File: src/rtl/core/rbah_pkg.sv
// shared types, constants and constant functions for the rotated box and arc hit test
// no dependencies; imported by rbah_cordic_cell and rotated_box_and_arc_hit_test
`default_nettype none

package rbah_pkg;

   localparam int CORDIC_STAGES = 16;
   localparam int ATAN_COUNT    = 24;
   localparam int STAGE_IDX_W   = $clog2(ATAN_COUNT);
   localparam int FRAC_BITS     = 25;
   localparam int XW            = 64;
   localparam int ZW            = 34;
   localparam int EW            = 33 + FRAC_BITS;
   localparam int SW            = 31;

   localparam logic [31:0] HALF_TURN    = 32'h8000_0000;
   localparam logic [31:0] QUARTER_TURN = 32'h4000_0000;

   typedef enum logic [1:0] {
      MODE_BOX        = 2'd0,
      MODE_ARC_CENTER = 2'd1,
      MODE_ARC_MID    = 2'd2,
      MODE_NONE       = 2'd3
   } mode_type;

   localparam logic [31:0] ATAN_TABLE [0:ATAN_COUNT-1] = '{
      32'd536870912, 32'd316933406, 32'd167458908, 32'd85004757, 32'd42667332,
      32'd21354466, 32'd10679838, 32'd5340245, 32'd2670163, 32'd1335087,
      32'd667544, 32'd333772, 32'd166886, 32'd83443, 32'd41722, 32'd20861,
      32'd10430, 32'd5215, 32'd2608, 32'd1304, 32'd652, 32'd326, 32'd163, 32'd81
   };

   // side data that travels with an item along both cordic chains
   typedef struct packed {
      mode_type              mode;
      logic signed [EW-1:0]  ex;
      logic signed [EW-1:0]  ey;
      logic [SW-1:0]         w;
      logic [SW-1:0]         h;
      logic signed [33:0]    lo2;
      logic signed [33:0]    hi2;
      logic [31:0]           a32;
      logic [31:0]           d32;
      logic                  hit_box;
      logic                  rad_ok;
      logic                  ang_zero;
   } side_type;

   typedef struct packed {
      logic                  valid;
      logic signed [XW-1:0]  x;
      logic signed [XW-1:0]  y;
      logic signed [ZW-1:0]  z;
      side_type              tag;
   } cell_data_type;

   function automatic logic [63:0] isqrt64(input logic [63:0] v);
      logic [63:0] rem;
      logic [63:0] res;
      logic [63:0] bitv;
      rem  = v;
      res  = '0;
      bitv = 64'h4000_0000_0000_0000;
      for (int i = 0; i < 32; i++) begin
         if (rem >= res + bitv) begin
            rem = rem - (res + bitv);
            res = (res >> 1) + bitv;
         end else begin
            res = res >> 1;
         end
         bitv = bitv >> 2;
      end
      return res;
   endfunction

   // cordic gain in q30
   function automatic logic [63:0] gain_q30();
      logic [63:0] k2;
      k2 = 64'd1 << 60;
      for (int i = 0; i < CORDIC_STAGES; i++) begin
         k2 = k2 + (k2 >> (2 * i));
      end
      return isqrt64(k2);
   endfunction

   localparam logic [63:0] K_GAIN = gain_q30();
   localparam logic [63:0] INV_K  = (64'd1 << 61) / K_GAIN;

endpackage

`default_nettype wire

File: src/rtl/core/rbah_cordic_cell.sv
// one cordic micro-rotation cell, registered, for rotation or vectoring
// depends on rbah_pkg (cell_data_type, ATAN_TABLE)
`default_nettype none

module rbah_cordic_cell import rbah_pkg::*; (
   input  wire logic                    clock,
   input  wire logic                    reset,
   input  wire logic                    advance,
   input  wire logic                    vectoring,
   input  wire logic [STAGE_IDX_W-1:0]  stage_idx,
   input  wire cell_data_type           din,
   output cell_data_type                dout
);

   logic                 valid_ff;
   logic                 valid_in;
   cell_data_type        data_ff;
   cell_data_type        data_in;
   logic signed [XW-1:0] sx;
   logic signed [XW-1:0] sy;
   logic signed [ZW-1:0] atan_step;
   logic                 turn_neg;

   always_comb begin
      sx        = din.y >>> stage_idx;
      sy        = din.x >>> stage_idx;
      atan_step = $signed({2'b00, ATAN_TABLE[stage_idx]});
      // vectoring drives y toward zero, rotation drives z toward zero
      turn_neg  = vectoring ? din.y[XW-1] : !din.z[ZW-1];
      data_in   = din;
      if (turn_neg) begin
         data_in.x = din.x - sx;
         data_in.y = din.y + sy;
         data_in.z = din.z - atan_step;
      end else begin
         data_in.x = din.x + sx;
         data_in.y = din.y - sy;
         data_in.z = din.z + atan_step;
      end
      valid_in = advance ? din.valid : valid_ff;
   end

   always_ff @(posedge clock) begin
      if (reset) begin
         valid_ff <= 1'b0;
      end else begin
         valid_ff <= valid_in;
      end
   end

   always_ff @(posedge clock) begin
      if (advance) begin
         data_ff <= data_in;
      end
   end

   always_comb begin
      dout       = data_ff;
      dout.valid = valid_ff;
   end

endmodule

`default_nettype wire
File: config.mk
export PLATFORM = sky130hd
export DESIGN_NAME = rbah_cordic_cell
export DESIGN_NICKNAME = d
export VERILOG_FILES = /design/src/rtl/core/rbah_pkg.sv /design/src/rtl/core/rbah_cordic_cell.sv
export SDC_FILE = /design/constraint.sdc
export NUM_CORES = 1
export LEC_CHECK = 0
export BUFFER_PORTS_ARGS = -buffer_cell sky130_fd_sc_hd__buf_2
export CORE_ASPECT_RATIO = 1.75
export CORE_MARGIN = 8
export CORE_UTILIZATION = 24
export CTS_BUF_LIST = sky130_fd_sc_hd__clkbuf_2
export DETAILED_ROUTE_END_ITERATION = 10
export PLACE_DENSITY_LB_ADDON = 0.08
export REMOVE_ABC_BUFFERS = 1
export SETUP_SLACK_MARGIN = 0.4
export SLEW_MARGIN = 20
export SYNTH_ARGS = -nofsm -noshare
export SYNTH_HDL_FRONTEND = slang
export SYNTH_SLANG_ARGS = --single-unit
File: constraint.sdc
create_clock -name clock -period 8.23 [get_ports clock]
set_input_delay 0.823 -clock clock [delete_from_list [all_inputs] [get_ports clock]]
set_output_delay 0.823 -clock clock [all_outputs]
set_load 0.02 [all_outputs]
==> flow_summary.json, run 1 <==
{
  "start_util_pct": 24.17,
  "final_cells": 7628,
  "cts.sinks": 478,
  "dp.cells": 6774,
  "grt_pass1_wl_mm": 347.4,
  "final_nets": 6111,
  "final_hold_viol_count": 0,
  "yosysMostFrequentCell": "edfxtp_1",
  "synthSimpleGateAreaFrac_pct": 12.20,
  "synth_mux_area_share_pct": 17.36,
  "hold_path.class": "in2reg",
  "rsz0062_at_grt": "no",
  "rows": 194,
  "cts_setup_buffers": 0,
  "synth_compound_area_share_pct": 16.84,
  "fin_ws_ns": 1.247,
  "overflow": 0,
  "required_ns": 9.38,
  "power_switching_uw": 4571,
  "netlist.top_cell.by_area": "edfxtp_1",
  "finalWirelength_mm": 256.1,
  "critical_path_class": "in2reg",
  "peakVddDrop_mv": 0.1011,
  "grt_usage_pct": 28.17,
  "core_um2": 159700,
  "cts_tree": "built",
  "status": "finished, final reports clean",
  "cts_resized": 0,
  "antenna_left": 0,
  "dr.pass1.iters": 6,
  "ys_seq_area_share_pct": 37.16,
  "multi_input_area_um2": 22820,
  "port_buffers": 964,
  "seqCellArea_um2": 14340,
  "swShare_pct": 43.77,
  "fin_area_um2": 54970,
  "drc": 0,
  "yosysUniqueCellTypes": 119,
  "yosys.area_share.adder_pct": 6.055,
  "drt-initial-drc-count": 3013,
  "setup_viol": 0,
  "maxSlewHeadroom_pct": 28.17,
  "fin_skew_ns": 0,
  "fmax_mhz": 143.2,
  "r2r_slack_ns": 7.09,
  "worstHoldPathCells": 2,
  "ys.flop_type": "edfxtp_1",
  "synth_xor_area_share_pct": 6.603,
  "die_h_um": 546.5,
  "hold_buffers": 600,
  "drv_cap": 0,
  "die_w_um": 319.2,
  "power_density_nw_per_um2": 190.0,
  "cp_top_family": "buffers and inverters",
  "syn_inst": 3598,
  "viasPerCell": 5.291,
  "place_area_um2": 47800,
  "avgSynthCellArea_um2": 10.73,
  "yosys-top-cells-area": "edfxtp_1 (37%), mux4_2 (10%), ha_1 (5.9%)",
  "clock_latency_ns": 1.38,
  "synth_edf_count": 477,
  "drt-wirelength-per-cell_um": 33.57,
  "slowest_stage": "dlygate4sd3_1",
  "clock_path_buffers": 3,
  "gp_congestion": 0.9437,
  "vias": 40359,
  "reg2reg_depth": 3,
  "p_comb_share_pct": 51.4,
  "cp-start-kind": "primary input",
  "async_reset_ff_share_pct": 0,
  "cts_buffers": 121,
  "pwr-share-clk_pct": 16.3,
  "slew_violations": 0,
  "period_minus_slack_ns": 6.983,
  "cp.arrival_ns": 8.14,
  "synth_top_family_by_area": "multiplexers",
  "dpl_worst_slack_ns": 0.03980,
  "worst-path-max-fanout": 63,
  "tightestPinTransition_ns": 1.075,
  "fillers": 16599,
  "area_delta_synth_final_pct": 42.42,
  "ios": 965,
  "leakagePower_uw": 0.02293,
  "drive_gt1_share_pct": 33.56,
  "fin_util_pct": 34.42,
  "path_clk_slew_ns": 0.11,
  "cpPeakStageDelay_ns": 0.57,
  "grt_max_degree": 151,
  "yosys_warnings": 0,
  "synth_seq_cells": 478,
  "cp.depth": 30,
  "antenna_found_initial": 96,
  "htree_levels": 3,
  "crit_path_end_kind": "register",
  "seqPwrFrac_pct": 32.3,
  "cp_common_cell": "buf_4",
  "yosys.area.top_type_share_pct": 37.11,
  "synthTopCellsByCount": "edfxtp_1 (477), nand2_1 (299), a21oi_1 (277)",
  "dp_hpwl_mm": 210.5,
  "grt_pass1_vias": 42400,
  "clock-root-buffer": "clkbuf_2",
  "die-area_um2": 174400,
  "internal-power_uw": 5873,
  "fin_crit_sh_pct": 84.85,
  "crit_buf_inv": 9,
  "synth.cell_area_um2": 38600
}
-- logic make-up after synthesis --
| logic type | after synthesis |
|---|---|
| buffers and inverters | 283 |
| adder cells (fa/ha/maj) | 185 |
| AO/OA/AOI/OAI | 979 |
| flip-flops | 478 |
| XOR/XNOR | 291 |
| AND/OR/NAND/NOR | 954 |
| multiplexers | 428 |
-- final cells by class --
class | count | area share (%)
Antenna cell | 46 | 0.2094
Inverter | 72 | 0.4985
Timing Repair Buffer | 1929 | 25.10
Clock buffer | 172 | 1.566
Tap cell | 2058 | 4.684
Multi-Input combinational cell | 2837 | 41.51
Clock inverter | 36 | 0.3369
Sequential cell | 478 | 26.09
-- power groups by stage --
| stage | combinational, uW | clock, uW | sequential, uW |
|---|---|---|---|
| 2_1_floorplan | 2230 | 0 | 3890 |
| 3_3_place_gp | 5150 | 0 | 3430 |
| 3_5_place_dp | 5130 | 0 | 3430 |
| 4_1_cts | 5440 | 1810 | 3380 |
| 5_1_grt | 5720 | 1900 | 3410 |
| 6_report | 5370 | 1700 | 3370 |
-- through the flow --
| stage | setup TNS, ns | hold slack [ns] | total power, uW |
|---|---|---|---|
| 2_1_floorplan | -1.087 | 0.5788 | 6117 |
| 3_3_place_gp | 0 | 0.4728 | 8587 |
| 3_5_place_dp | 0 | 0.4956 | 8557 |
| 4_1_cts | 0 | 0.0002086 | 10630 |
| 5_1_grt | 0 | 0.01018 | 11030 |
| 6_report | 0 | 0.1612 | 10440 |
-- cells in the final DEF, fill, tap and decap left out, types with 36 or more instances in the layout --
| master | n |
|---|---|
| buf_2 | 958 |
| dlygate4sd3_1 | 600 |
| edfxtp_1 | 477 |
| buf_4 | 351 |
| nand2_1 | 299 |
| a21oi_1 | 276 |
| nor2_1 | 248 |
| ha_1 | 182 |
| o21ai_0 | 180 |
| xnor2_1 | 176 |
| mux4_2 | 175 |
| clkbuf_2 | 172 |
| mux2i_1 | 164 |
| xor2_1 | 115 |
| a21o_1 | 80 |
| mux2_2 | 74 |
| nor3_1 | 74 |
| inv_1 | 65 |
| nand3_1 | 50 |
| a31oi_1 | 49 |
| diode_2 | 46 |
| o22ai_1 | 41 |
| o21a_1 | 40 |
| nand4_1 | 38 |
| nand2b_1 | 37 |
| nor2b_1 | 36 |
-- worst paths after layout --
path / start / end
min: din[89] / dout[89]$_DFFE_PP_
max reg2reg: valid_ff$_SDFFE_PP0P_ / valid_ff$_SDFFE_PP0P_
max: stage_idx[3] / dout[348]$_DFFE_PP_
min reg2reg: valid_ff$_SDFFE_PP0P_ / valid_ff$_SDFFE_PP0P_
-- registers in the layout, summed over array words and instances, names as in the netlist --
register	count
valid_ff	1
dout	477
-- layer usage --
metal	part of all wire, %	vias to the layer above	global-route usage [%]
li1	-	17746	-
met2	52	1957	51.94
met5	0.18	-	0
met4	8.9	70	20.58
met1	33	19886	27.31
met3	6.2	700	6.388
(Power assumes the default switching activity.)
==> run 2, diff against run 1 <==
- ABC_AREA: default -> 1
- clock period: 8.23 -> 5.65 ns (I/O delays scaled with it)
==> run 2 against run 1 <==
First-iteration DRC count grew 15%. Clock power grew 55%. Setup slack lost 0.71 ns. Sequential cell count is the same. Combinational power grew 88%. Register-to-register slack lost 2.6 ns. Worst hold slack gained 0.0067 ns. Utilization grew 7.8 points. Via count grew 28%. Critical path type unchanged. Largest cell class is now non-clock buffers. Largest power group unchanged.
==> flow_summary.json, run 2 <==
{
  "required_ns": 6.78,
  "syn_inst": 5332,
  "yosys.area.top_type_share_pct": 37.33,
  "antenna_left": 0,
  "drt-initial-drc-count": 3451,
  "path_clk_slew_ns": 0.10,
  "drt-wirelength-per-cell_um": 27.94,
  "largest_reg_flops": 477,
  "power_density_nw_per_um2": 263.2,
  "ios": 965,
  "dr.pass1.iters": 7,
  "overflow": 0,
  "grt_usage_pct": 33.39,
  "rows": 194,
  "dp.cells": 9754,
  "final_hold_viol_count": 0,
  "cp_common_cell": "nand2_1",
  "synth.cell_area_um2": 38380,
  "critical_path_class": "in2reg",
  "cp.arrival_ns": 6.25,
  "avgSynthCellArea_um2": 7.197,
  "crit_path_end_kind": "register",
  "grt_max_degree": 120,
  "leakagePower_uw": 0.03279,
  "cts_buffers": 114,
  "htree_levels": 3,
  "peakVddDrop_mv": 0.2066,
  "gp_congestion": 1.033,
  "vias": 51641,
  "clock_path_buffers": 3,
  "final_nets": 9344,
  "clock-root-buffer": "clkbuf_2",
  "finalWirelength_mm": 303.1,
  "area_delta_synth_final_pct": 75.27,
  "period_minus_slack_ns": 5.115,
  "fin_crit_sh_pct": 90.52,
  "yosys_warnings": 0,
  "grt_pass1_vias": 54088,
  "cts.sinks": 478,
  "die-area_um2": 173500,
  "rsz0062_at_grt": "no",
  "synth_seq_cells": 478,
  "worst-path-max-fanout": 5,
  "yosys-top-cells-area": "edfxtp_1 (37%), nand2_1 (16%), nand3_1 (11%)",
  "tightestPinTransition_ns": 0.9385,
  "yosysUniqueCellTypes": 61,
  "fmax_mhz": 195.5,
  "cp_top_family": "simple AND/OR/NAND/NOR gates",
  "port_buffers": 964,
  "setup_viol": 0,
  "async_reset_ff_share_pct": 0,
  "die_w_um": 318.3,
  "drc": 0,
  "netlist.top_cell.by_area": "edfxtp_1",
  "start_util_pct": 24.10,
  "final_cells": 10849,
  "ys.flop_type": "edfxtp_1",
  "grt_pass1_wl_mm": 407.5,
  "met1_usage_pct": 30.94,
  "power.total_uw": 17710,
  "cts_tree": "built",
  "viasPerCell": 4.760,
  "layout_commonest_cell": "nand2_1",
  "crit_buf_inv": 10,
  "die_h_um": 545.0,
  "status": "finished, final reports clean",
  "synthTopCellsByCount": "nand2_1 (1608), nand3_1 (858), nor2_1 (534)",
  "grt.busiest_layer": "met2",
  "grt_use_met3_pct": 4.420,
  "cpPeakStageDelay_ns": 0.54,
  "hold_ws_ns": 0.1679,
  "synth_edf_count": 477,
  "layout_common_cells": "nand2_1 (1606), buf_4 (1521), buf_2 (960)",
  "maxSlewHeadroom_pct": 36.99,
  "slew_violations": 0,
  "slowest_stage": "dlygate4sd3_1",
  "cp-start-kind": "primary input",
  "yosysMostFrequentCell": "nand2_1",
  "antenna_found_initial": 56,
  "ys_seq_area_share_pct": 37.38,
  "clock_latency_ns": 1.49,
  "met2_usage_pct": 64.78,
  "hold_path.class": "in2reg",
  "core_um2": 159200,
  "drv_cap": 0,
  "drive_gt1_share_pct": 32.22,
  "dp_hpwl_mm": 262.1,
  "fin_skew_ns": 0
}
run 2: logic make-up after synthesis:
logic type                 count (synthesis)  synth area share, %
and+or+nand+nor                         3156                34.81
xor gates and xnor gates                 243                5.546
buffers and inverters                    660                7.202
muxes                                      1              0.02608
DFF                                      478                37.38
adders and majority gates                185                6.090
AOI/OAI and AO/OA                        609                8.943
run 2: worst paths after layout:
check / startpoint / end / slack (ns) / depth (start not counted)
hold / removal: din[442] / dout[442]$_DFFE_PP_ / 0.17 / 5
hold reg to reg: valid_ff$_SDFFE_PP0P_ / valid_ff$_SDFFE_PP0P_ / 1.08 / 3
setup reg to reg: valid_ff$_SDFFE_PP0P_ / valid_ff$_SDFFE_PP0P_ / 4.49 / 3
setup / recovery: din[382] / dout[457]$_DFFE_PP_ / 0.54 / 31
run 2: final cells by class:
class | instances | area (um^2)
multi-input cells | 4194 | 21450
well taps | 2058 | 2575
inverters | 492 | 1859
diodes | 38 | 95.09
fillers | 17126 | 91970
repair buffers | 3392 | 25860
clock buffers | 152 | 760.7
flip-flops and latches | 478 | 14340
clock inverters | 45 | 321.6
run 2: where the power goes:
part	internal [uW]	switching (uW)	leakage (uW)
registers	4640	315	0.00468
logic	4330	5780	0.0273
clock network	924	1710	0.000788
total	9900	7810	0.0328
run 2: through the flow:
stage	worst slack (ns)	utilization, %	TNS [ns]	instance area (um^2)
3_3_place_gp	-2.241	35.98	-33.87	57290
2_1_floorplan	-0.8485	-	-33.03	37460
4_1_cts	0.4120	42.09	0	67010
3_5_place_dp	-1.091	35.99	-30.84	57310
5_1_grt	0.4258	42.22	0	67230
6_report	0.5354	42.24	0	67260
run 2: layer usage:
| metal | part of all wire, % | vias up |
|---|---|---|
| met5 | 0.031 | - |
| li1 | - | 24694 |
| met4 | 9.9 | 14 |
| met1 | 33 | 24540 |
| met2 | 53 | 1773 |
| met3 | 4.0 | 620 |
run 2: tightest hold or removal path: stages:
cell and delay (ns):
buf_2 0.18, ha_1 0.33, buf_4 0.17, xnor2_1 0.12, buf_4 0.14
run 2: timing repair:
| item | 4_1_cts | 5_1_grt |
|---|---|---|
| hold buffers | 860 | 0 |
| endpoints found under the setup margin | 0 | 18 |
| resized for setup | 0 | 35 |
| endpoints found under the hold margin | 884 | 0 |
| buffers inserted | 0 | 0 |
